==> src/hw/rtl/pss_pkg.sv <==
// Shared types and constants for the periodic slot scheduler.
// No dependencies; imported by every module of the block.
package pss_pkg;

  localparam int NUM_SLOTS    = 16;
  localparam int SLOT_W       = (NUM_SLOTS > 1) ? $clog2(NUM_SLOTS) : 1;
  localparam int MAX_FIRES    = 16;
  localparam int FIRE_W       = $clog2(MAX_FIRES + 1);
  localparam int TIME_W       = 32;
  localparam int HANDLE_W     = 16;
  localparam int PERIOD_W     = 16;
  localparam int DIV_CNT_W    = $clog2(TIME_W + 1);
  localparam logic [TIME_W-1:0]   NEAR_HORIZON = 32'd1000;
  localparam logic [PERIOD_W:0]   MISS_SLACK   = 17'd2;
  localparam logic [PERIOD_W-1:0] PERIOD_RESET = 16'd20;

  typedef enum logic [1:0] {
    REQ_ATTACH = 2'd0,
    REQ_DETACH = 2'd1,
    REQ_TICK   = 2'd2,
    REQ_NONE   = 2'd3
  } req_t;

  typedef enum logic [2:0] {
    KIND_FIRE        = 3'd0,
    KIND_ATTACH_OK   = 3'd1,
    KIND_ATTACH_FULL = 3'd2,
    KIND_DETACH_OK   = 3'd3,
    KIND_DETACH_MISS = 3'd4,
    KIND_SUMMARY     = 3'd5
  } kind_t;

  typedef enum logic [2:0] {
    S_IDLE,
    S_SRCH,
    S_RESP,
    S_TCHK,
    S_TDIV,
    S_TFIRE,
    S_TSUM
  } state_t;

  typedef struct packed {
    logic load;
    logic idx_clr;
    logic idx_inc;
    logic srch;
    logic resp;
    logic near;
    logic div_start;
    logic div_step;
    logic service;
    logic sum;
  } pss_cmd_t;

  typedef struct packed {
    req_t req_type;
    logic idx_last;
    logic cur_used;
    logic cur_due;
    logic div_done;
    logic out_free;
    logic fire_ok;
  } pss_status_t;

endpackage

==> src/hw/rtl/pss_ctrl.sv <==
// Sequencer of the periodic slot scheduler.
// Depends on pss_pkg; drives pss_datapath through command and status structs.
module pss_ctrl
  import pss_pkg::*;
(
  input  logic        clk,
  input  logic        rst_n,
  input  logic        in_valid,
  output logic        in_stall,
  input  pss_status_t sts,
  output pss_cmd_t    cmd
);

  state_t state_r, state_nxt;

  always_ff @(posedge clk) begin
    if (!rst_n) begin
      state_r <= S_IDLE;
    end else begin
      state_r <= state_nxt;
    end
  end

  always_comb begin
    state_nxt = state_r;
    cmd       = '0;
    in_stall  = (state_r != S_IDLE);
    case (state_r)
      S_IDLE: begin
        if (in_valid) begin
          cmd.load    = 1'b1;
          cmd.idx_clr = 1'b1;
          state_nxt   = S_SRCH;
        end
      end
      S_SRCH: begin
        // first cycle after load decides the request class
        case (sts.req_type)
          REQ_ATTACH, REQ_DETACH: begin
            cmd.srch = 1'b1;
            if (sts.idx_last) begin
              state_nxt = S_RESP;
            end else begin
              cmd.idx_inc = 1'b1;
            end
          end
          REQ_TICK: state_nxt = S_TCHK;
          default:  state_nxt = S_IDLE;
        endcase
      end
      S_RESP: begin
        if (sts.out_free) begin
          cmd.resp  = 1'b1;
          state_nxt = S_IDLE;
        end
      end
      S_TCHK: begin
        if (sts.cur_used && sts.cur_due) begin
          cmd.div_start = 1'b1;
          state_nxt     = S_TDIV;
        end else begin
          cmd.near = sts.cur_used;
          if (sts.idx_last) begin
            state_nxt = S_TSUM;
          end else begin
            cmd.idx_inc = 1'b1;
          end
        end
      end
      S_TDIV: begin
        if (sts.div_done) begin
          state_nxt = S_TFIRE;
        end else begin
          cmd.div_step = 1'b1;
        end
      end
      S_TFIRE: begin
        if (!sts.fire_ok || sts.out_free) begin
          cmd.service = 1'b1;
          if (sts.idx_last) begin
            state_nxt = S_TSUM;
          end else begin
            cmd.idx_inc = 1'b1;
            state_nxt   = S_TCHK;
          end
        end
      end
      S_TSUM: begin
        if (sts.out_free) begin
          cmd.sum   = 1'b1;
          state_nxt = S_IDLE;
        end
      end
      default: state_nxt = S_IDLE;
    endcase
  end

endmodule

==> src/hw/rtl/pss_datapath.sv <==
// Slot table, remainder divider, period register and output word register.
// Depends on pss_pkg; commanded by pss_ctrl.
module pss_datapath
  import pss_pkg::*;
(
  input  logic                clk,
  input  logic                rst_n,
  input  pss_cmd_t            cmd,
  output pss_status_t         sts,
  input  logic [1:0]          in_req_type,
  input  logic [HANDLE_W-1:0] in_client_handle,
  input  logic [TIME_W-1:0]   in_now_ms,
  input  logic                in_updates_allowed,
  input  logic                cfg_valid,
  input  logic [PERIOD_W-1:0] cfg_period_ms,
  output logic                out_valid,
  input  logic                out_stall,
  output logic [2:0]          out_kind,
  output logic [3:0]          out_slot_index,
  output logic [HANDLE_W-1:0] out_client_handle_out,
  output logic [TIME_W-1:0]   out_elapsed_ms,
  output logic                out_deadline_miss,
  output logic [TIME_W-1:0]   out_nearest_due_ms,
  output logic                out_last
);

  logic [PERIOD_W-1:0] period_r;
  logic [NUM_SLOTS-1:0] used_r;
  logic [HANDLE_W-1:0] client_r [NUM_SLOTS];
  logic [TIME_W-1:0]   due_r    [NUM_SLOTS];
  logic [TIME_W-1:0]   lastc_r  [NUM_SLOTS];

  req_t                req_r;
  logic [HANDLE_W-1:0] handle_r;
  logic [TIME_W-1:0]   now_r;
  logic                allow_r;
  logic [SLOT_W-1:0]   idx_r;
  logic                match_r, free_r;
  logic [SLOT_W-1:0]   match_idx_r, free_idx_r;
  logic [TIME_W-1:0]   nearest_r;
  logic                miss_r;
  logic [FIRE_W-1:0]   fires_r;
  logic [PERIOD_W-1:0] rem_r;
  logic [TIME_W-1:0]   dvd_r;
  logic [DIV_CNT_W-1:0] div_cnt_r;
  logic                out_valid_r, out_valid_nxt;

  logic [HANDLE_W-1:0] cur_client;
  logic [TIME_W-1:0]   cur_due, cur_last, dt, new_due, cand;
  logic [PERIOD_W:0]   rem_sh;
  logic                rem_ge;
  logic                late;
  logic                resp_ok;
  logic [SLOT_W-1:0]   resp_idx;
  logic                out_free;

  // true when a - b is negative as a signed 32-bit value
  function automatic logic is_before(input logic [TIME_W-1:0] a,
                                     input logic [TIME_W-1:0] b);
    logic [TIME_W-1:0] diff;
    diff = a - b;
    return diff[TIME_W-1];
  endfunction

  assign cur_client = client_r[idx_r];
  assign cur_due    = due_r[idx_r];
  assign cur_last   = lastc_r[idx_r];
  assign dt         = now_r - cur_last;
  assign late       = {1'b0, dt} > {{(TIME_W - PERIOD_W){1'b0}}, {1'b0, period_r} + MISS_SLACK};
  // due moves to now - (now - due) mod period + period
  assign new_due    = now_r - {{(TIME_W - PERIOD_W){1'b0}}, rem_r}
                      + {{(TIME_W - PERIOD_W){1'b0}}, period_r};
  assign cand       = cmd.service ? new_due : cur_due;
  assign rem_sh     = {rem_r, dvd_r[TIME_W-1]};
  assign rem_ge     = rem_sh >= {1'b0, period_r};
  assign out_free   = !out_valid_r || !out_stall;

  always_comb begin
    if (req_r == REQ_ATTACH) begin
      resp_ok  = match_r || free_r;
      resp_idx = match_r ? match_idx_r : free_idx_r;
    end else begin
      resp_ok  = match_r;
      resp_idx = match_idx_r;
    end
  end

  assign sts.req_type = req_r;
  assign sts.idx_last = (idx_r == SLOT_W'(NUM_SLOTS - 1));
  assign sts.cur_used = used_r[idx_r];
  assign sts.cur_due  = !(is_before(now_r, cur_due));
  assign sts.div_done = (div_cnt_r == DIV_CNT_W'(TIME_W));
  assign sts.out_free = out_free;
  assign sts.fire_ok  = allow_r && (fires_r < FIRE_W'(MAX_FIRES));

  // hold the word while stalled, load a new one on any output command
  always_comb begin
    out_valid_nxt = out_valid_r && out_stall;
    if (cmd.resp || cmd.sum || (cmd.service && sts.fire_ok)) out_valid_nxt = 1'b1;
  end

  // control state
  always_ff @(posedge clk) begin
    if (!rst_n) begin
      period_r    <= PERIOD_RESET;
      used_r      <= '0;
      out_valid_r <= 1'b0;
    end else begin
      if (cfg_valid && (cfg_period_ms != '0)) period_r <= cfg_period_ms;
      out_valid_r <= out_valid_nxt;
      if (cmd.resp && resp_ok) used_r[resp_idx] <= (req_r == REQ_ATTACH);
    end
  end

  // payload and working registers
  always_ff @(posedge clk) begin
    if (cmd.load) begin
      req_r     <= req_t'(in_req_type);
      handle_r  <= in_client_handle;
      now_r     <= in_now_ms;
      allow_r   <= in_updates_allowed;
      match_r   <= 1'b0;
      free_r    <= 1'b0;
      nearest_r <= in_now_ms + NEAR_HORIZON;
      miss_r    <= 1'b0;
      fires_r   <= '0;
    end
    if (cmd.idx_clr) idx_r <= '0;
    if (cmd.idx_inc) idx_r <= idx_r + 1'b1;
    if (cmd.srch) begin
      if (!match_r && used_r[idx_r] && (cur_client == handle_r)) begin
        match_r     <= 1'b1;
        match_idx_r <= idx_r;
      end
      if (!free_r && !used_r[idx_r]) begin
        free_r     <= 1'b1;
        free_idx_r <= idx_r;
      end
    end
    if (cmd.div_start) begin
      rem_r     <= '0;
      dvd_r     <= now_r - cur_due;
      div_cnt_r <= '0;
    end
    if (cmd.div_step) begin
      rem_r     <= rem_ge ? PERIOD_W'(rem_sh - {1'b0, period_r}) : PERIOD_W'(rem_sh);
      dvd_r     <= {dvd_r[TIME_W-2:0], 1'b0};
      div_cnt_r <= div_cnt_r + 1'b1;
    end
    if ((cmd.near || cmd.service) && is_before(cand, nearest_r)) begin
      nearest_r <= cand;
    end
    if (cmd.service) begin
      if (late) miss_r <= 1'b1;
      lastc_r[idx_r] <= now_r;
      due_r[idx_r]   <= new_due;
      if (sts.fire_ok) begin
        fires_r               <= fires_r + 1'b1;
        out_kind              <= KIND_FIRE;
        out_slot_index        <= 4'(idx_r);
        out_client_handle_out <= cur_client;
        out_elapsed_ms        <= dt;
        out_deadline_miss     <= 1'b0;
        out_nearest_due_ms    <= '0;
        out_last              <= 1'b0;
      end
    end
    if (cmd.resp) begin
      if (resp_ok) begin
        if (req_r == REQ_ATTACH) begin
          client_r[resp_idx] <= handle_r;
          lastc_r[resp_idx]  <= now_r;
          due_r[resp_idx]    <= now_r + {{(TIME_W - PERIOD_W){1'b0}}, period_r};
          out_kind           <= KIND_ATTACH_OK;
        end else begin
          client_r[resp_idx] <= '0;
          lastc_r[resp_idx]  <= '0;
          due_r[resp_idx]    <= '0;
          out_kind           <= KIND_DETACH_OK;
        end
        out_slot_index <= 4'(resp_idx);
      end else begin
        out_kind       <= (req_r == REQ_ATTACH) ? KIND_ATTACH_FULL : KIND_DETACH_MISS;
        out_slot_index <= '0;
      end
      out_client_handle_out <= handle_r;
      out_elapsed_ms        <= '0;
      out_deadline_miss     <= 1'b0;
      out_nearest_due_ms    <= '0;
      out_last              <= 1'b1;
    end
    if (cmd.sum) begin
      out_kind              <= KIND_SUMMARY;
      out_slot_index        <= '0;
      out_client_handle_out <= '0;
      out_elapsed_ms        <= '0;
      out_deadline_miss     <= miss_r;
      out_nearest_due_ms    <= nearest_r;
      out_last              <= 1'b1;
    end
  end

  assign out_valid = out_valid_r;

endmodule

==> src/hw/rtl/periodic_slot_scheduler.sv <==
// Periodic slot scheduler: attach/detach clients to a slot table, tick-scan for due slots.
// Attach/detach: one search pass over the table, then the response word.
// Tick: one pass over the table, with the 32-step remainder divider run for each due slot.
// Throughput: one request at a time; in_stall stays high until its last word is queued.
// Reset: rst_n synchronous active low; clears all slots, period to 20 ms, output empty.
// Depends on pss_pkg, pss_ctrl and pss_datapath.
module periodic_slot_scheduler
  import pss_pkg::*;
(
  input  logic                clk,
  input  logic                rst_n,
  // request words
  input  logic                in_valid,
  output logic                in_stall,
  input  logic [1:0]          in_req_type,
  input  logic [HANDLE_W-1:0] in_client_handle,
  input  logic [TIME_W-1:0]   in_now_ms,
  input  logic                in_updates_allowed,
  // result words
  output logic                out_valid,
  input  logic                out_stall,
  output logic [2:0]          out_kind,
  output logic [3:0]          out_slot_index,
  output logic [HANDLE_W-1:0] out_client_handle_out,
  output logic [TIME_W-1:0]   out_elapsed_ms,
  output logic                out_deadline_miss,
  output logic [TIME_W-1:0]   out_nearest_due_ms,
  output logic                out_last,
  // period register write
  input  logic                cfg_valid,
  output logic                cfg_ready,
  input  logic [PERIOD_W-1:0] cfg_period_ms
);

  pss_cmd_t    cmd;
  pss_status_t sts;

  // period register always takes the write; zero is dropped in the datapath
  assign cfg_ready = 1'b1;

  pss_ctrl u_ctrl (
    .clk      (clk),
    .rst_n    (rst_n),
    .in_valid (in_valid),
    .in_stall (in_stall),
    .sts      (sts),
    .cmd      (cmd)
  );

  pss_datapath u_dp (
    .clk                   (clk),
    .rst_n                 (rst_n),
    .cmd                   (cmd),
    .sts                   (sts),
    .in_req_type           (in_req_type),
    .in_client_handle      (in_client_handle),
    .in_now_ms             (in_now_ms),
    .in_updates_allowed    (in_updates_allowed),
    .cfg_valid             (cfg_valid),
    .cfg_period_ms         (cfg_period_ms),
    .out_valid             (out_valid),
    .out_stall             (out_stall),
    .out_kind              (out_kind),
    .out_slot_index        (out_slot_index),
    .out_client_handle_out (out_client_handle_out),
    .out_elapsed_ms        (out_elapsed_ms),
    .out_deadline_miss     (out_deadline_miss),
    .out_nearest_due_ms    (out_nearest_due_ms),
    .out_last              (out_last)
  );

endmodule
==> config.mk <==
export PLATFORM = sky130hd
export DESIGN_NAME = periodic_slot_scheduler
export DESIGN_NICKNAME = d
export VERILOG_FILES = /design/src/hw/rtl/pss_pkg.sv /design/src/hw/rtl/pss_ctrl.sv /design/src/hw/rtl/pss_datapath.sv /design/src/hw/rtl/periodic_slot_scheduler.sv
export SDC_FILE = /design/constraint.sdc
export NUM_CORES = 2
export LEC_CHECK = 0
export BUFFER_PORTS_ARGS = -buffer_cell sky130_fd_sc_hd__buf_2
export CORE_MARGIN = 10
export CORE_UTILIZATION = 37
export CTS_CLUSTER_DIAMETER = 200
export DETAILED_ROUTE_END_ITERATION = 7
export HOLD_SLACK_MARGIN = 0.15
export SKIP_LAST_GASP = 1
export SYNTH_ARGS = -nofsm -noshare
export SYNTH_HDL_FRONTEND = slang
export SYNTH_SLANG_ARGS = --single-unit
==> constraint.sdc <==
create_clock -name clk -period 16.8 [get_ports clk]
set_clock_uncertainty 0.1 [all_clocks]
set_input_delay 2.52 -clock clk [delete_from_list [all_inputs] [get_ports clk]]
set_output_delay 2.52 -clock clk [all_outputs]
set_load 0.1 [all_outputs]
# Word-level counts from Yosys, hierarchy flattened
# Memories as Yosys holds them, arrays and structs flattened. A register that Yosys moved wholly into a read port is not among the register bits.
# Cells that the tools add are included.
# totals
reg_bits	282
ram_bits	1280
elab_cells	218
memories	3
# mem_list
memory	words	width	rd	rd_ports_with_merged_regs	write_ports	line_no	source
u_dp.due_r	16	32	1	1	1	pss_datapath.sv:30	logic [TIME_W-1:0] due_r [NUM_SLOTS];
u_dp.lastc_r	16	32	1	1	1	pss_datapath.sv:31	logic [TIME_W-1:0] lastc_r [NUM_SLOTS];
u_dp.client_r	16	16	1	1	1	pss_datapath.sv:29	logic [HANDLE_W-1:0] client_r [NUM_SLOTS];
# op_classes
addsub	12
magnitude_cmp	6
eq_ne	17
n_mux	104
n_bitwise	3
n_reduce_logical	46
# op_table
cell	n
two-way mux 32 bit	13
two-way mux 16 bit	7
subtractor 32 bit	3
adder 32 x 16 -> 32 bit	2
OR reduction 32 bit	2
two-way mux 4 bit	13
two-way mux 1 bit	42
two-way mux 3 bit	13
adder 32 x 10 -> 32 bit (second input constant)	1
> comparator 32 x 17 -> 1 bit	1
subtractor 32 x 16 -> 32 bit	1
case mux 3 bit (6 select lines)	1
adder 16 x 2 -> 17 bit (second input constant)	1
>= comparator 17 x 16 -> 1 bit	1
bitwise mux 16 bit	1
== test 16 bit	1
nonzero test 16 bit	1
subtractor 16 bit	1
two-way mux 5 bit	3
two-way mux 6 bit	2
logical AND 1 bit	11
less-than comparator 4 x 5 -> 1 bit (second input constant)	2
two-way mux 2 bit	5
AND reduction 2 bit	5
29 further kinds	55

# Depth between registers and ports, before layout
# logic_depth
word_depth	10
ltp_mapped	29
depth_no_buf	27

# Modules after synthesis
# Synthesis repeated with hierarchy kept, for this count alone.
# unflattened
cells_unflattened	5888
hier_area_um2	76500.9
# modules_own_cells
mod	instances	cells_each	area_each_um2	seq_area_each_um2
pss_datapath	1	5833	76110.5	45914.0
pss_ctrl	1	53	379.1	60.1
periodic_slot_scheduler	1	2	11.3	0.0

# Worst setup path after synthesis
# Ideal clock, no wire load.
# synth_path
kind	flip-flop to flip-flop
start	register with a tool-made name
end	register u_dp.div_cnt_r[0] (enable)
setup_ps	537
arrival_ps	7946
required_time_ps	16163
slack_ps	8217
path_stages_with_launch	18
n_path_buf	5
period_less_slack_ps	8583
path_cell_list	dfxtp_1 -> buf_4 -> buf_6 -> buf_2 -> buf_4 -> buf_2 -> mux4_2 -> mux4_2 -> inv_1 -> ha_1 -> a21oi_1 -> o21ai_1 -> a221o_1 -> nor4_2 -> a21oi_1 -> o21ai_2 -> xnor3_1 -> o21ai_0
# synth_rtl
element	line_no	source
end signal: assignment	pss_datapath.sv:148	div_cnt_r <= div_cnt_r + 1'b1;
end: declaration	pss_datapath.sv:45	logic [DIV_CNT_W-1:0] div_cnt_r;

# Worst setup path in the final report
# layout_path
start	register u_dp.period_r[1]
end	register u_dp.nearest_r[25] (enable)
# layout_between
elab_chain_cells	5
# layout_lines
element	line_no	source
start: declaration	pss_datapath.sv:27	logic [PERIOD_W-1:0] period_r;
start signal: assignment	pss_datapath.sv:109	if (cfg_valid && (cfg_period_ms != '0)) period_r <= cfg_period_ms;
adder 32 x 16 -> 32 bit	pss_datapath.sv:72	+ {{(TIME_W - PERIOD_W){1'b0}}, period_r};
two-way mux 32 bit	pss_datapath.sv:73	assign cand = cmd.service ? new_due : cur_due;
subtractor 32 bit	pss_datapath.sv:61	diff = a - b;
logical AND 1 bit	pss_datapath.sv:150	if ((cmd.near || cmd.service) && is_before(cand, nearest_r)) begin
nonzero test 2 bit (no line)	n/a	
end signal: assignment	pss_datapath.sv:124	nearest_r <= in_now_ms + NEAR_HORIZON;
end signal: assignment	pss_datapath.sv:151	nearest_r <= cand;
end: declaration	pss_datapath.sv:40	logic [TIME_W-1:0] nearest_r;
# Every way passes these cells.
# A chain may end at the register's enable or synchronous reset.

==> summary.txt <==
Global routing
  – Vias in the first global route: 38.8k
  – Met1 global-route usage: 23.1%
  – Overall global routing resource usage: a little under a fifth
  – GR Layer Usage met2: 32.1%
  – Most Crowded Layer GR: met2
  – Met3 Use GR: about 2.7%
  – Pin count of the biggest net entering global routing: 135
  – Gr ovfl total: 0
  – Initial antenna violation count: 8
  – First-pass GRT wire length: 275 mm

Clock network
  – Reg clk slew, reported paths: ~0.06 ns
  – Num CTS Buffers: ~160
  – Clock Sinks: approximately 1.6k
  – Post-CTS setup repair buffer count: 0
  – CTS tree: built
  – Clock Path Buffers: 3
  – H-tree lvl count: 4
  – Clock Tree Root: clkbuf_16
  – Clock Latency Late Sink: 0.80 ns
  – Post-CTS Hold Buffers: 0
  – Post-cts resize count: 0

STA
  – Post-layout minimum cycle time: 8.75 ns
  – Final Hold Vio Count: 0
  – Slew Viols, Final: 0
  – Final Setup Violations: 0
  – Worst Tran Pin Value: 1.33 ns
  – Worst setup margin: 8.05 ns
  – Period Utilization, post-route: between 50% and 60%
  – Slew margin rel.: 11.6%
  – RSZ-0062 raised after global routing: false
  – Achievable Freq: 0.114 GHz
  – Setup_tns: 0 ns

Pwr
  – Power share of the clock group: 26.1%
  – Switching part of the total: a little over a third
  – Sequential share of power: 36.1%
  – Static leakage power: 26.5 nW
  – Comb pwr share: 37.9%
  – Worst IR Drop VDD: between 0.15 and 0.2 mV
  – Psw: between 4 and 5 mW
  – P_int: 8.84 mW
  – Cell Pwr Density: 176 mW/mm^2

Synthesis
  – Post-Syn Area: 0.0692 mm^2
  – Area contributors post-synth: edfxtp_1, mux4_2, ha_1
  – Post-synth EDFFs: 1461
  – Cells after synthesis: about 4.2k
  – Area leader, netlist: edfxtp_1
  – Async SR Flop Fraction: 0%
  – Most frequent cell after synthesis: edfxtp_1
  – Commonest cells post-synth: edfxtp_1, mux4_2, nand2_1
  – Synth Flop Type: edfxtp_1
  – Post-synth top area share: between 60% and 70%
  – Yosys reg bits: 1566
  – Syn avg cell area: roughly 17 um^2
  – Seq/Total Area, Yosys: 66.5%
  – Syn nets: about 4.5k
  – Yosys warns: 0
  – Synth cell types: 93

Detailed routing
  – Pre-antenna DRT Iters: 7
  – Final ANT Viol Nets: 0
  – WL final: around 190 mm
  – Post-route DRC: 0
  – Initial DRC Count: 3539
  – Avg WL per Cell: 27.0 um
  – Via count: slightly below 40k
  – DR vias/cell: 5.50

Run
  – Max Cap Viol: 0

Min path
  – HP Class: reg2reg

Floorplan
  – # rows: 158
  – Core ar.: ~0.19 mm^2
  – Die ar.: 0.205 mm^2
  – Die Y: between 400 and 500 um
  – Ports: 164
  – Initial Utilization: 37.3%
  – Die W: 452 um

Cells and area
  – Area Overhead vs Synth: 13.8%
  – Share of layout cells above drive strength 1: between 20% and 30%
  – Nets: around 4.7k

Setup path
  – CP Launch Type: flip-flop
  – Critical Path Max Stage Delay: 0.71 ns
  – R2R Setup Slk: 8.05 ns
  – WS Path Type: reg2reg
  – Setup crit end: u_dp.nearest_r[25]$_DFFE_PP_
  – Critical Path RT: between 15 and 20 ns
  – Crit path max-delay family: compound AO/OA/AOI/OAI gates
  – Buf+Inv Stages, Crit Path: 1
  – R2r startpoint: u_dp.period_r[1]$_SDFFE_PN0P_
  – Crit path max fanout: between 50 and 60
  – Slowest-stage cell, CP: dfxtp_1
  – Crit. Startpoint: u_dp.period_r[1]$_SDFFE_PN0P_
  – Cell depth of the worst setup path: 24
  – FF-to-FF End: u_dp.nearest_r[25]$_DFFE_PP_
  – Worst-path cell chain: fa_1 > fa_1 > a21o_1 > o21ai_0 > a31oi_1 > o21a_1 > a21oi_1 > o311ai_1 > a21o_1 > and4_1 > nor3_1 > a21oi_1 > ha_1 > nand4_1 > or3_1 > nor4_2 > nand3_1 > a31oi_1 > nor2_1 > xnor2_1 > xor2_1 > a2bb2oi_4 > buf_4 > nand2_2
  – CP Data Arrival Time: 8.99 ns
  – CP Capture Type: flip-flop
  – Worst reg-to-reg path cell count: 24

Run status
  – Status: finished, final reports clean

Placed design
  – Port Buffers: 162
  – GPL Wtd Cong: 0.902
  – Place WS: 8.11 ns
  – Post-DP HPWL: 121 mm
cell families (layout without fill, tap and decap cells):
| family | Yosys count | in the layout | synth area share [%] |
|---|---|---|---|
| flip-flops | 1566 | 1566 | 66.5 |
| AND/OR/NAND/NOR | 755 | 755 | 5.08 |
| AO/OA/AOI/OAI | 635 | 635 | 6.09 |
| multiplexers | 434 | 434 | 13.6 |
| buffers and inverters | 381 | 774 | 2.25 |
| adder cells (fa/ha/maj) | 213 | 213 | 4.07 |
| XOR/XNOR | 190 | 190 | 2.45 |
| other | 1 | 2 | 0.00542 |
metrics by stage:
step	cells	utilization [%]	power [mW]	cell area, um^2	hold slack (ns)
2_1_floorplan	4175	-	8.68	69200	0.335
3_3_place_gp	6755	39.5	10.3	73400	0.343
3_5_place_dp	6755	39.5	10.3	73400	0.345
4_1_cts	7048	42.4	13.9	78700	0.356
5_1_grt	7048	42.4	14.5	78700	0.382
6_report	7049	42.4	13.8	78700	0.353
power by group through the flow:
stage / clock (mW) / combinational [mW] / sequential (mW)
after floorplan: 0 / 3.36 / 5.31
after global placement: 0 / 5.22 / 5.07
after detailed placement: 0 / 5.25 / 5.07
after CTS: 3.67 / 5.27 / 4.99
after global routing: 3.83 / 5.65 / 5.00
final: 3.61 / 5.24 / 4.99
worst reg2reg max path, cell delays in order (launching register included):
cell and delay, ns:
dfxtp_1 0.71, fa_1 0.58, fa_1 0.48, a21o_1 0.19
o21ai_0 0.25, a31oi_1 0.18, o21a_1 0.23, a21oi_1 0.53
o311ai_1 0.28, a21o_1 0.27, and4_1 0.19, nor3_1 0.44
a21oi_1 0.15, ha_1 0.32, nand4_1 0.08, or3_1 0.38
nor4_2 0.42, nand3_1 0.14, a31oi_1 0.22, nor2_1 0.09
xnor2_1 0.34, xor2_1 0.33, a2bb2oi_4 0.15, buf_4 0.57
nand2_2 0.67
layout make-up:
cell class	count	area, um^2
diodes	1	2.50
repair buffers	273	1680
multi-input cells	2228	21900
clock inverters	82	890
well taps	2480	3100
flip-flops and latches	1566	46000
fillers	16500	107000
clock buffers	211	4390
inverters	208	781
placed cells by master (no fill, tap or decap), types with 84 or more instances in the layout:
cell type / instances
inv_1: 205
a21oi_1: 145
edfxtp_1: 1461
o21ai_0: 144
nand2_1: 228
nor2_1: 189
mux4_2: 404
xnor2_1: 118
clkbuf_16: 166
buf_4: 108
nand3_1: 84
dfxtp_1: 101
buf_2: 162
ha_1: 193
worst min path at each step:
stage                                   startpoint                             endpoint  slack (ns)  cells past startpoint
2_1_floorplan           u_dp.dvd_r[0]$_SDFFE_PP0P_           u_dp.dvd_r[0]$_SDFFE_PP0P_        0.34                      2
3_3_place_gp   u_dp.out_elapsed_ms[7]$_SDFFE_PP0P_  u_dp.out_elapsed_ms[7]$_SDFFE_PP0P_        0.34                      2
3_5_place_dp   u_dp.out_elapsed_ms[6]$_SDFFE_PP0P_  u_dp.out_elapsed_ms[6]$_SDFFE_PP0P_        0.35                      2
4_1_cts        u_dp.out_elapsed_ms[6]$_SDFFE_PP0P_  u_dp.out_elapsed_ms[6]$_SDFFE_PP0P_        0.36                      2
5_1_grt        u_dp.out_elapsed_ms[6]$_SDFFE_PP0P_  u_dp.out_elapsed_ms[6]$_SDFFE_PP0P_        0.38                      2
6_report       u_dp.out_elapsed_ms[6]$_SDFFE_PP0P_  u_dp.out_elapsed_ms[6]$_SDFFE_PP0P_        0.35                      2
flip-flops by register name (all words and copies together) (netlist names), 5 cells and up, named ones only:
name and count:
u_dp.out_elapsed_ms 32, u_dp.handle_r 16, u_dp.out_nearest_due_ms 32, u_dp.now_r 32, u_dp.used_r 16, u_dp.client_r 256
u_dp.due_r 512, u_dp.period_r 16, u_dp.out_client_handle_out 16, u_dp.rem_r 16, u_dp.lastc_r 512, u_dp.dvd_r 32
u_dp.div_cnt_r 6, u_dp.fires_r 5, u_dp.nearest_r 32
layer usage:
| layer | part of all wire, % | vias to the layer above |
|---|---|---|
| met5 | 0 | - |
| met4 | 2.7 | 0 |
| met3 | 5.0 | 263 |
| met2 | 52 | 1233 |
| met1 | 41 | 20300 |
| li1 | - | 17000 |
Note: power is estimated with default switching activity, not from simulation.
